$ cat config.mk
export PLATFORM = sky130hd
export DESIGN_NAME = lsb_stego_extractor
export DESIGN_NICKNAME = d
export VERILOG_FILES = /design/src/sv/lse_pkg.sv /design/src/sv/lse_bit_unpack.sv /design/src/sv/lse_frame_ctrl.sv /design/src/sv/lsb_stego_extractor.sv
export SDC_FILE = /design/constraint.sdc
export NUM_CORES = 1
export LEC_CHECK = 0
export ABC_AREA = 1
export ABC_CLOCK_PERIOD_IN_PS = 3150
export BUFFER_PORTS_ARGS = -buffer_cell sky130_fd_sc_hd__buf_2
export CORE_MARGIN = 5
export CORE_UTILIZATION = 54
export DETAILED_ROUTE_END_ITERATION = 10
export GPL_TIMING_DRIVEN = 1
export PLACE_DENSITY = 0.78
export SYNTH_ARGS = -nofsm -noshare
export SYNTH_HDL_FRONTEND = slang
export SYNTH_SLANG_ARGS = --single-unit
$ cat constraint.sdc
create_clock -name clk -period 3.15 [get_ports clk]
set_input_delay 0.315 -clock clk [delete_from_list [all_inputs] [get_ports clk]]
set_output_delay 0.315 -clock clk [all_outputs]
set_load 0.03 [all_outputs]
$ cat src/sv/lse_pkg.sv
// lse_pkg: shared constants and types for the lsb stego extractor
// mode and register codes, header geometry, bit and result structs
// no dependencies
package lse_pkg;

  localparam int LENGTH_BYTES = 4;
  localparam int LEN_BITS     = LENGTH_BYTES * 8;
  localparam int CNT_W        = 6;
  localparam int LEN_W        = 32;
  localparam int BYTE_W       = 8;
  localparam int MODE_W       = 2;
  localparam int CFG_IDX_W    = 1;
  localparam int CFG_DATA_W   = 2;

  localparam logic [MODE_W-1:0] MODE_LSB1 = 2'd0;
  localparam logic [MODE_W-1:0] MODE_LSB4 = 2'd1;
  localparam logic [MODE_W-1:0] MODE_LSBI = 2'd2;

  localparam logic [CFG_IDX_W-1:0] REG_EMBED_MODE = 1'd0;
  localparam logic [CFG_IDX_W-1:0] REG_READ_EXT   = 1'd1;

  // hidden bits pulled from one carrier byte, msb first when four wide
  typedef struct packed {
    logic       four;
    logic [3:0] bits;
  } bits_t;

  // restart request and mode flags towards the frame controller
  typedef struct packed {
    logic restart;
    logic lsbi;
    logic read_ext;
  } ctl_t;

  typedef struct packed {
    logic              valid;
    logic [BYTE_W-1:0] data_byte;
    logic              section;
    logic              last;
    logic [LEN_W-1:0]  payload_length;
  } result_t;

endpackage

$ cat src/sv/lse_bit_unpack.sv
// lse_bit_unpack: pulls the hidden bits out of one carrier byte
// applies the pattern inversion mask in lsbi mode
// depends on lse_pkg
module lse_bit_unpack (
  input  logic [lse_pkg::BYTE_W-1:0] carrier,
  input  logic [lse_pkg::MODE_W-1:0] embed_mode,
  input  logic [3:0]                 invert_mask,
  output lse_pkg::bits_t             bits
);

  logic [1:0] pat;

  assign pat = carrier[2:1];

  always_comb begin
    bits.four = 1'b0;
    bits.bits = 4'd0;
    unique case (embed_mode)
      lse_pkg::MODE_LSB4: begin
        bits.four = 1'b1;
        bits.bits = carrier[3:0];
      end
      lse_pkg::MODE_LSBI: begin
        bits.bits = {3'd0, carrier[0] ^ invert_mask[pat]};
      end
      default: begin
        bits.bits = {3'd0, carrier[0]};
      end
    endcase
  end

endmodule

$ cat src/sv/lse_frame_ctrl.sv
// lse_frame_ctrl: header, length, payload and extension sequencing
// holds shift register, counters and inversion mask; builds the result
// depends on lse_pkg
module lse_frame_ctrl (
  input  logic                  clk,
  input  logic                  rst_n,
  input  lse_pkg::ctl_t         ctl,
  input  logic                  step,
  input  lse_pkg::bits_t        bits,
  output logic [3:0]            invert_mask,
  output lse_pkg::result_t      res
);

  typedef enum logic [2:0] {
    PH_PATTERN,
    PH_LENGTH,
    PH_PAYLOAD,
    PH_EXTENSION,
    PH_DONE
  } phase_t;

  phase_t                        phase_r, phase_nxt;
  logic [lse_pkg::CNT_W-1:0]     bit_count_r, bit_count_nxt;
  logic [lse_pkg::LEN_W-1:0]     shift_r, shift_nxt;
  logic [lse_pkg::LEN_W-1:0]     length_r, length_nxt;
  logic [lse_pkg::LEN_W-1:0]     remaining_r, remaining_nxt;
  logic [3:0]                    mask_r, mask_nxt;

  logic [lse_pkg::LEN_W-1:0]     shift_add;
  logic [lse_pkg::CNT_W-1:0]     cnt_add;
  logic [lse_pkg::LEN_W-1:0]     remaining_dec;

  assign shift_add = bits.four ? {shift_r[lse_pkg::LEN_W-5:0], bits.bits}
                               : {shift_r[lse_pkg::LEN_W-2:0], bits.bits[0]};
  assign cnt_add   = bit_count_r + (bits.four ? lse_pkg::CNT_W'(4) : lse_pkg::CNT_W'(1));
  assign remaining_dec = remaining_r - lse_pkg::LEN_W'(1);
  assign invert_mask   = mask_r;

  always_comb begin
    phase_nxt     = phase_r;
    bit_count_nxt = cnt_add;
    shift_nxt     = shift_add;
    length_nxt    = length_r;
    remaining_nxt = remaining_r;
    mask_nxt      = mask_r;
    res.valid          = 1'b0;
    res.data_byte      = shift_add[lse_pkg::BYTE_W-1:0];
    res.section        = 1'b0;
    res.last           = 1'b0;
    res.payload_length = length_r;
    unique case (phase_r)
      PH_PATTERN: begin
        if (cnt_add == lse_pkg::CNT_W'(4)) begin
          // first extracted bit lands in mask bit 0
          mask_nxt      = {shift_add[0], shift_add[1], shift_add[2], shift_add[3]};
          bit_count_nxt = '0;
          shift_nxt     = '0;
          phase_nxt     = PH_LENGTH;
        end
      end
      PH_LENGTH: begin
        if (cnt_add == lse_pkg::CNT_W'(lse_pkg::LEN_BITS)) begin
          length_nxt    = shift_add;
          remaining_nxt = shift_add;
          bit_count_nxt = '0;
          shift_nxt     = '0;
          if (shift_add != '0) begin
            phase_nxt = PH_PAYLOAD;
          end else begin
            phase_nxt = ctl.read_ext ? PH_EXTENSION : PH_DONE;
          end
        end
      end
      PH_PAYLOAD: begin
        if (cnt_add == lse_pkg::CNT_W'(8)) begin
          res.valid     = 1'b1;
          bit_count_nxt = '0;
          shift_nxt     = '0;
          remaining_nxt = remaining_dec;
          if (remaining_dec == '0) begin
            if (ctl.read_ext) begin
              phase_nxt = PH_EXTENSION;
            end else begin
              phase_nxt = PH_DONE;
              res.last  = 1'b1;
            end
          end
        end
      end
      PH_EXTENSION: begin
        if (cnt_add == lse_pkg::CNT_W'(8)) begin
          res.valid     = 1'b1;
          res.section   = 1'b1;
          bit_count_nxt = '0;
          shift_nxt     = '0;
          if (shift_add[lse_pkg::BYTE_W-1:0] == '0) begin
            phase_nxt = PH_DONE;
            res.last  = 1'b1;
          end
        end
      end
      default: begin
        // finished: carrier bytes are swallowed
        bit_count_nxt = bit_count_r;
        shift_nxt     = shift_r;
      end
    endcase
  end

  always_ff @(posedge clk) begin
    if (!rst_n) begin
      phase_r     <= PH_LENGTH;
      bit_count_r <= '0;
      shift_r     <= '0;
      length_r    <= '0;
      remaining_r <= '0;
      mask_r      <= '0;
    end else if (ctl.restart) begin
      phase_r     <= ctl.lsbi ? PH_PATTERN : PH_LENGTH;
      bit_count_r <= '0;
      shift_r     <= '0;
      length_r    <= '0;
      remaining_r <= '0;
      mask_r      <= '0;
    end else if (step) begin
      phase_r     <= phase_nxt;
      bit_count_r <= bit_count_nxt;
      shift_r     <= shift_nxt;
      length_r    <= length_nxt;
      remaining_r <= remaining_nxt;
      mask_r      <= mask_nxt;
    end
  end

endmodule

$ cat src/sv/lsb_stego_extractor.sv
// lsb_stego_extractor: a carrier byte passes the input register, then the result register
// throughput one carrier byte per cycle while in_stall is low; an input register feeds the bit
// unpack and frame sequencer, which load the result register in one pass
// a byte that completes no result moves on even while a result is stalled
// synchronous active-low reset: lsb1 mode, extension off, length phase
module lsb_stego_extractor (
  input  logic                           clk,
  input  logic                           rst_n,
  input  logic                           cfg_we,
  input  logic [lse_pkg::CFG_IDX_W-1:0]  cfg_index,
  input  logic [lse_pkg::CFG_DATA_W-1:0] cfg_wdata,
  input  logic                           in_valid,
  output logic                           in_stall,
  input  logic [lse_pkg::BYTE_W-1:0]     in_carrier_byte,
  output logic                           out_valid,
  input  logic                           out_stall,
  output logic [lse_pkg::BYTE_W-1:0]     out_data_byte,
  output logic                           out_section,
  output logic                           out_last,
  output logic [lse_pkg::LEN_W-1:0]      out_payload_length
);

  logic [lse_pkg::MODE_W-1:0] embed_mode_r;
  logic                       read_ext_r;
  logic [lse_pkg::MODE_W-1:0] mode_after;
  logic                       ext_after;

  logic                       s1_valid_r;
  logic [lse_pkg::BYTE_W-1:0] s1_carrier_r;
  logic                       s1_go;
  logic                       in_take;

  logic                       out_valid_r;
  logic [lse_pkg::BYTE_W-1:0] out_data_r;
  logic                       out_section_r;
  logic                       out_last_r;
  logic [lse_pkg::LEN_W-1:0]  out_length_r;

  lse_pkg::ctl_t    ctl;
  lse_pkg::bits_t   bits;
  lse_pkg::result_t res;
  logic [3:0]       invert_mask;

  // restart uses the embed mode as it stands after this write
  always_comb begin
    mode_after = embed_mode_r;
    ext_after  = read_ext_r;
    if (cfg_we) begin
      unique case (cfg_index)
        lse_pkg::REG_EMBED_MODE: mode_after = cfg_wdata;
        lse_pkg::REG_READ_EXT:   ext_after  = cfg_wdata[0];
        default: ;
      endcase
    end
  end

  assign ctl.restart  = cfg_we;
  assign ctl.lsbi     = (mode_after == lse_pkg::MODE_LSBI);
  assign ctl.read_ext = read_ext_r;

  always_ff @(posedge clk) begin
    if (!rst_n) begin
      embed_mode_r <= lse_pkg::MODE_LSB1;
      read_ext_r   <= 1'b0;
    end else begin
      embed_mode_r <= mode_after;
      read_ext_r   <= ext_after;
    end
  end

  lse_bit_unpack u_unpack (
    .carrier     (s1_carrier_r),
    .embed_mode  (embed_mode_r),
    .invert_mask (invert_mask),
    .bits        (bits)
  );

  lse_frame_ctrl u_frame (
    .clk         (clk),
    .rst_n       (rst_n),
    .ctl         (ctl),
    .step        (s1_go),
    .bits        (bits),
    .invert_mask (invert_mask),
    .res         (res)
  );

  // a completing byte needs the result slot free or draining
  assign s1_go    = s1_valid_r && (!res.valid || !out_valid_r || !out_stall);
  assign in_stall = s1_valid_r && !s1_go;
  assign in_take  = in_valid && !in_stall;

  always_ff @(posedge clk) begin
    if (!rst_n) begin
      s1_valid_r <= 1'b0;
    end else if (in_take) begin
      s1_valid_r <= 1'b1;
    end else if (s1_go) begin
      s1_valid_r <= 1'b0;
    end
  end

  always_ff @(posedge clk) begin
    if (in_take) begin
      s1_carrier_r <= in_carrier_byte;
    end
  end

  always_ff @(posedge clk) begin
    if (!rst_n) begin
      out_valid_r <= 1'b0;
    end else if (s1_go && res.valid) begin
      out_valid_r <= 1'b1;
    end else if (!out_stall) begin
      out_valid_r <= 1'b0;
    end
  end

  always_ff @(posedge clk) begin
    if (s1_go && res.valid) begin
      out_data_r    <= res.data_byte;
      out_section_r <= res.section;
      out_last_r    <= res.last;
      out_length_r  <= res.payload_length;
    end
  end

  assign out_valid          = out_valid_r;
  assign out_data_byte      = out_data_r;
  assign out_section        = out_section_r;
  assign out_last           = out_last_r;
  assign out_payload_length = out_length_r;

  a_result_loads: assert property (@(posedge clk) disable iff (!rst_n)
    (s1_go && res.valid) |=> out_valid)
    else $error("completed byte did not reach the result register");

  a_stall_needs_item: assert property (@(posedge clk) disable iff (!rst_n)
    in_stall |-> (s1_valid_r && res.valid && out_valid_r))
    else $error("input stalled without a blocked result");

  a_no_overwrite: assert property (@(posedge clk) disable iff (!rst_n)
    (out_valid_r && out_stall) |-> !(s1_go && res.valid))
    else $error("stalled result overwritten");

endmodule
Word-level counts from Yosys, hierarchy flattened:

Index checks and enable logic that the tools add are counted.
W data, S select, Z words.

* $add $sub $neg: 2
* $lt $le $gt $ge: 1
* muxes and demuxes: 43
* eq/ne operators: 18
* reduce and logical (&&, ||, !) cells: 28
* bitwise logic cells: 2

Operators by type and width (number)
* $mux W32: 3
* $mux W31: 3
* $pmux W31 S3: 1
* $pmux W32 S2: 1
* $mux W3: 11
* $logic_not A32 Y1: 1
* $reduce_bool A32 Y1: 1
* $sub A32 B1 Y32 const B: 1
* $mux W6: 3
* $ne A3 B2 Y1 const B: 6
* $pmux W6 S3: 1
* $mux W1: 13
* $pmux W3 S4: 1
* $logic_not A8 Y1: 1
* $pmux W4 S2: 1
* $reduce_and A8 Y1: 1
* $add A6 B6 Y6: 1
* $eq A3 B2 Y1 const B: 2
* $eq A6 B3 Y1 const B: 1
* $eq A6 B4 Y1 const B: 1
* $eq A6 B6 Y1 const B: 1
* $mux W2: 3
* $ne A2 B1 Y1 const B: 3
* $reduce_and A3 Y1: 2
* other kinds (18): 31

* bits of input ports: 16
* output and inout port bits: 44
* bits in registers: 159

Longest topological paths before layout:

* depth in word-level cells: 16
* gate-level depth with buffers: 21

Hierarchy:

Synthesis repeated with hierarchy kept, for this count alone.

* cell total of the unflattened synthesis: 1134
* area, all modules: 8135.3 um2

By module, submodules not included
* lse_frame_ctrl: instances 1, area each 6268.5 um2, cells an instance 1020
* lsb_stego_extractor: instances 1, area each 1736.7 um2, cells an instance 87
* lse_bit_unpack: instances 1, area each 130.1 um2, cells an instance 27

Worst setup path before layout:

Ideal clock, no wire load.

* path kind: reg2reg
* start: reg embed_mode_r[1] (netlist name)
* end: reg out_data_r, in the netlist out_data_byte[0], enable pin
* arrival time: 2841 ps
* setup slack: -88 ps
* stages on the path, launching flop included: 17
* path buffers: 1
* path through: dfxtp_1 inv_1 ha_1 inv_2 buf_2 ha_1 ha_1 nand3_1 o21ai_1 nand2_1 nand2_2 nand3_4 nor2_8 inv_1 nor2_1 nand2_1 inv_1

* cells in the longest elaborated chain, start to end: 12

Ends and longest elaborated chain
* start: declaration: RTL line lsb_stego_extractor.sv:23 `logic [lse_pkg::MODE_W-1:0] embed_mode_r;`
* start signal: assignment: RTL line lsb_stego_extractor.sv:63 `embed_mode_r <= lse_pkg::MODE_LSB1;`
* start signal: assignment: RTL line lsb_stego_extractor.sv:66 `embed_mode_r <= mode_after;`
* $eq A2 B1 Y1 *: RTL line lse_bit_unpack.sv:18 `unique case (embed_mode)`
* $mux W1 *: RTL line lse_bit_unpack.sv:18
* $mux W3 *: RTL line lse_frame_ctrl.sv:35 `assign cnt_add = bit_count_r + (bits.four ? lse_pkg::CNT_W'(4) : lse_pkg::CNT_W'(1));`
* $add A6 B6 Y6 *: RTL line lse_frame_ctrl.sv:35
* $eq A6 B4 Y1 *: RTL line lse_frame_ctrl.sv:75, lse_frame_ctrl.sv:91
* $mux W1 *: RTL line lse_frame_ctrl.sv:75, lse_frame_ctrl.sv:91
* $mux W1 *
* $logic_not A1 Y1: RTL line lsb_stego_extractor.sv:89 `assign s1_go = s1_valid_r && (!res.valid || !out_valid_r || !out_stall);`
* $logic_or A1 B1 Y1 (2 in a row): RTL line lsb_stego_extractor.sv:89
* $logic_and A1 B1 Y1: RTL line lsb_stego_extractor.sv:89
* $logic_and A1 B1 Y1 *: RTL line lsb_stego_extractor.sv:120 `if (s1_go && res.valid) begin`
* end signal: assignment: RTL line lsb_stego_extractor.sv:121 `out_data_r <= res.data_byte;`
* end: declaration: RTL line lsb_stego_extractor.sv:34 `logic [lse_pkg::BYTE_W-1:0] out_data_r;`

Every way passes the cells marked *; elsewhere a longest branch is shown, timed or not.
A chain may end at the register's enable or synchronous reset.

Final worst setup path:

* start: reg embed_mode_r[1] (netlist name)
* end: reg u_frame.shift_r[18] (netlist name)

* cells in the longest elaborated chain, start to end: 12
* elaborated cells on any way between the ends: 19
* classes of those cells: add/sub: 1; eq/ne: 4; mux: 9; reduce/logical: 5

Ends and longest elaborated chain
* $eq A2 B1 Y1 *: RTL line lse_bit_unpack.sv:18
* $mux W1 *: RTL line lse_bit_unpack.sv:18
* $mux W3: RTL line lse_frame_ctrl.sv:35
* $add A6 B6 Y6: RTL line lse_frame_ctrl.sv:35
* $eq A6 B4 Y1: RTL line lse_frame_ctrl.sv:75, lse_frame_ctrl.sv:91
* $mux W1: RTL line lse_frame_ctrl.sv:75, lse_frame_ctrl.sv:91
* $mux W1
* $logic_not A1 Y1: RTL line lsb_stego_extractor.sv:89
* $logic_or A1 B1 Y1 (2 in a row): RTL line lsb_stego_extractor.sv:89
* $logic_and A1 B1 Y1: RTL line lsb_stego_extractor.sv:89
* $reduce_and A2 Y1 (no source line)
* end signal: assignment: RTL line lse_frame_ctrl.sv:128 `shift_r <= shift_nxt;`
* end: declaration: RTL line lse_frame_ctrl.sv:24 `logic [lse_pkg::LEN_W-1:0] shift_r, shift_nxt;`

Marked as above.

==> impl_summary.log <==
[metrics] run status: completed
[metrics] synthesized cell area: 8090 um2
[metrics] path type of the worst min-delay path: in -> reg
[metrics] Clock H-tree levels: 4
[metrics] largest area contributor in the netlist: sky130_fd_sc_hd__dfxtp_1
[metrics] simple-gate portion of the synthesized area: between 20% and 30%
[metrics] number of antenna violations at the first check in global routing: 0
[metrics] Clock Skews: ~14 ps
[metrics] maximum vdd drop: 421 uV
[metrics] via count: 7417
[metrics] Finished Layout Cells: 1331
[metrics] areal power density over the cells: 515 nW/um2
[metrics] detailed placement HPWL: about 15000 um
[metrics] chip height: 132 um
[metrics] final count of negative-setup-slack endpoints: 0
[metrics] row count: 44
[metrics] Crit Path Category: reg -> reg
[metrics] area of the die: 17500 um2
[metrics] start point of the critical path: embed_mode_r[1]
[metrics] flip-flop and latch count after synthesis: between 150 and 200
[metrics] number of instances in the synthesized netlist: between 1000 and 1500
[metrics] CP Launch Type: flip-flop
[metrics] proportion of synthesized chip area in sequential cells: a little under half
[metrics] data required time at the worst endpoint: ~3500 ps
[metrics] die outline width: 132 um
[metrics] Clock Pin Slew Worst Setup and Hold Paths: 70 ps
[metrics] depth of the worst hold-timing path: 1
[metrics] fraction of final layout cells with drive strength greater than 1: approximately 15%
[metrics] Static Leak: 4.07 nW
[metrics] relative area change from synthesis to final layout: 14.3%
[metrics] aggregate global-route resource usage: between 20% and 30%
[metrics] DRT antenna net count: 0
[metrics] Ports: 60
[metrics] worst reg2reg endpoint: u_frame.shift_r[18]
[metrics] Inserted Clock Buffers: 17
[metrics] CTS tree: built
[metrics] via count of the first global-routing pass: 6997
[metrics] average wire length per cell after detail routing: 16.4 um
[metrics] fraction of the cycle the final worst path needs: 92.2%
[metrics] number of library cell types mapped by synthesis: 46
[metrics] maximum buffer depth of the clock tree: 2
[metrics] Max FO, Critical Path: 21
[metrics] setup TNS after final layout: 0 ps
[metrics] DRC violations left: 0
[metrics] endpoint arrival time on the critical path: 3210 ps
[metrics] area of all placed cells without fillers: 9250 um2
[metrics] end point of the critical path: u_frame.shift_r[18]
[metrics] number of diodes added for antenna fixing: 0
[metrics] number of sinks handled by clock tree synthesis: around 160
[metrics] total number of yosys warnings: 0
[metrics] post-synthesis adder-cell area fraction: 1.08%
[metrics] count of port buffers added during placement: 55
[metrics] final hold viol count: 0
[metrics] wire length of the first global-routing pass: 35300 um
[metrics] slew of the pin with the lowest slew margin: 831 ps
[metrics] Starting Density: 55.3%
[metrics] post-detailed-routing wire length: 21900 um
[metrics] standard cell area after detailed placement: 8570 um2
[metrics] hold-fix buffers at CTS: 0
[metrics] pin count of the biggest net entering global routing: 56
[metrics] routability congestion estimate: 0.986
[metrics] final standard cell utilization of the core: a little over three fifths
[metrics] total congestion overflow after global routing: 0
[metrics] Filler Cell Count: between 1000 and 1500
[metrics] Area contributors post-synth: sky130_fd_sc_hd__dfxtp_1 28%, sky130_fd_sc_hd__edfxtp_1 17%, sky130_fd_sc_hd__nand2_1 10%
[metrics] Max Cap Viol: 0
[metrics] syn_area_per_cell: 7.49 um2
[metrics] number of violations reported at the end of detailed-routing iteration 0: ~940
[metrics] library cell used as clock root buffer: sky130_fd_sc_hd__clkbuf_16
[metrics] clk_lat worst skew: approximately 430 ps
[metrics] Max-Slew Margin vs Limit: approximately 44%
[metrics] portion of synthesized cell area occupied by the leading cell type: 27.9%
[metrics] unrepaired setup endpoints after global routing: yes
[metrics] Post-Syn Nets: 1104
[metrics] total number of nets in the final design: 1157
[metrics] Worst Hold Slack: 54.6 ps
[metrics] DP Cell Count: 1298
[metrics] via density per instance: 5.57
[metrics] XOR/XNOR Fraction of Synth Area: 0.541%
[metrics] Compound-Gate Fraction of Synth Area: 16.5%
[metrics] combinational family with the most area after synthesis: simple AND/OR/NAND/NOR gates
[metrics] number of search-and-repair iterations in the first detailed-routing pass: 5
[metrics] maximum achievable frequency: around 340 MHz
[metrics] Final Critical Period: 2900 ps
[metrics] Placeable Area: 14600 um2
[metrics] length in cells of the worst reg-to-reg path: 13
[metrics] flop-to-flop setup slack: about 250 ps
[metrics] mux contribution to synthesized area: 0%
[metrics] Final Max Tran Viols: 0
[metrics] launch instance of the worst register-to-register path: embed_mode_r[1]
[metrics] CP endpoint kind: flip-flop
worst max-delay path: stages (launching register included):
cell and delay [ps]:
sky130_fd_sc_hd__dfxtp_1 310, sky130_fd_sc_hd__inv_1 70, sky130_fd_sc_hd__ha_2 220, sky130_fd_sc_hd__inv_2 50, sky130_fd_sc_hd__ha_1 210, sky130_fd_sc_hd__ha_2 210
sky130_fd_sc_hd__xnor2_1 300, sky130_fd_sc_hd__nand3_4 150, sky130_fd_sc_hd__nor2_1 210, sky130_fd_sc_hd__nor2_1 100, sky130_fd_sc_hd__nor3_2 180, sky130_fd_sc_hd__inv_1 400
sky130_fd_sc_hd__nand3b_1 250, sky130_fd_sc_hd__a21oi_1 100
logic make-up (layout without fill, tap and decap cells):
| family | count (synthesis) | count (layout) |
|---|---|---|
| adder cells (fa/ha/maj) | 7 | 7 |
| AO/OA/AOI/OAI | 231 | 231 |
| flip-flops | 159 | 159 |
| buffers and inverters | 153 | 219 |
| AND/OR/NAND/NOR | 526 | 526 |
| XOR/XNOR | 5 | 5 |
final cells by class:
class | count | area, um2 | area share (%)
Multi-Input combinational cell | 769 | 3810 | 41.2
Sequential cell | 159 | 3640 | 39.4
Timing Repair Buffer | 80 | 503 | 5.44
Clock buffer | 18 | 429 | 4.64
Inverter | 107 | 410 | 4.44
Tap cell | 184 | 230 | 2.49
Clock inverter | 14 | 223 | 2.41
worst min path at each step:
| stage | from | to | slack [ps] |
|---|---|---|---|
| floorplan | rst_n | u_frame.phase_r[0] | 400 |
| global placement | u_frame.length_r[1] | out_payload_length[1] | 420 |
| detailed placement | u_frame.length_r[22] | out_payload_length[22] | 420 |
| CTS | in_carrier_byte[2] | s1_carrier_r[2] | 50 |
| global route | in_carrier_byte[2] | s1_carrier_r[2] | 50 |
| finish | in_carrier_byte[2] | s1_carrier_r[2] | 50 |
cell usage in the layout (no fill, tap or decap), drive strengths merged, types with 2 or more instances in the layout:
cell,netlist,final
nand2,223,223
nor2,187,187
o21ai,138,138
dfxtp,113,113
inv,106,111
buf,33,79
nand3,60,60
a21oi,59,59
edfxtp,46,46
nand4,20,20
a211oi,20,20
clkbuf,13,19
nand3b,17,17
nor3,7,7
ha,7,7
o21a,6,6
or2,5,5
bufinv,0,4
nor4,3,3
xor2,3,3
clkinvlp,0,3
clkinv,1,3
xnor2,2,2
a21boi,2,2
a31oi,2,2
registers in the layout, indices dropped and copies added, names as in the netlist, 2 cells and up:
register	cells
s1_carrier_r	4
u_frame.remaining_r	32
u_frame.length_r	32
embed_mode_r	2
u_frame.shift_r	31
u_frame.phase_r	3
out_payload_length	32
u_frame.bit_count_r	6
out_data_byte	8
u_frame.invert_mask	4
metal layers:
layer,track usage [%],vias to the layer above,wire length (um)
li1,-,3703,-
met1,33.0,3385,9620
met2,40.6,281,10300
met3,3.45,48,1270
met4,9.82,0,620
met5,0,-,0
per-stage QoR:
step	setup slack (ps)	power [mW]
6_report	246	4.76
5_1_grt	-19.3	4.91
3_5_place_dp	168	2.52
2_1_floorplan	18.6	2.41
4_1_cts	86.6	4.77
3_3_place_gp	248	2.51
where the power goes:
group / internal (mW) / switching [mW]
clock: 1.36 / 0.919
sequential: 2.12 / 0.0165
combinational: 0.108 / 0.244
synth_stat cells, drive strengths merged:
cell,count
nand2,223
a31oi,2
dfxtp,113
nor4b,1
and3,1
a21boi,2
o211a,1
o21ai,138
a22oi,1
a21oi,59
xnor2,2
o22ai,1
buf,33
or2,5
o211ai,1
nand4,20
xor2,3
o21a,6
a211oi,20
nor3b,1
inv,106
clkbuf,13
ha,7
clkinv,1
nor4,3
edfxtp,46
nor2,187
nand3,60
and2,1
nor3,7
nand3b,17
what timing repair did:
item / CTS / global route
gates resized for setup: 0 / 8
setup buffers: 0 / 1
setup endpoints to repair: 0 / 105
Note: power is estimated with default switching activity, not from simulation.
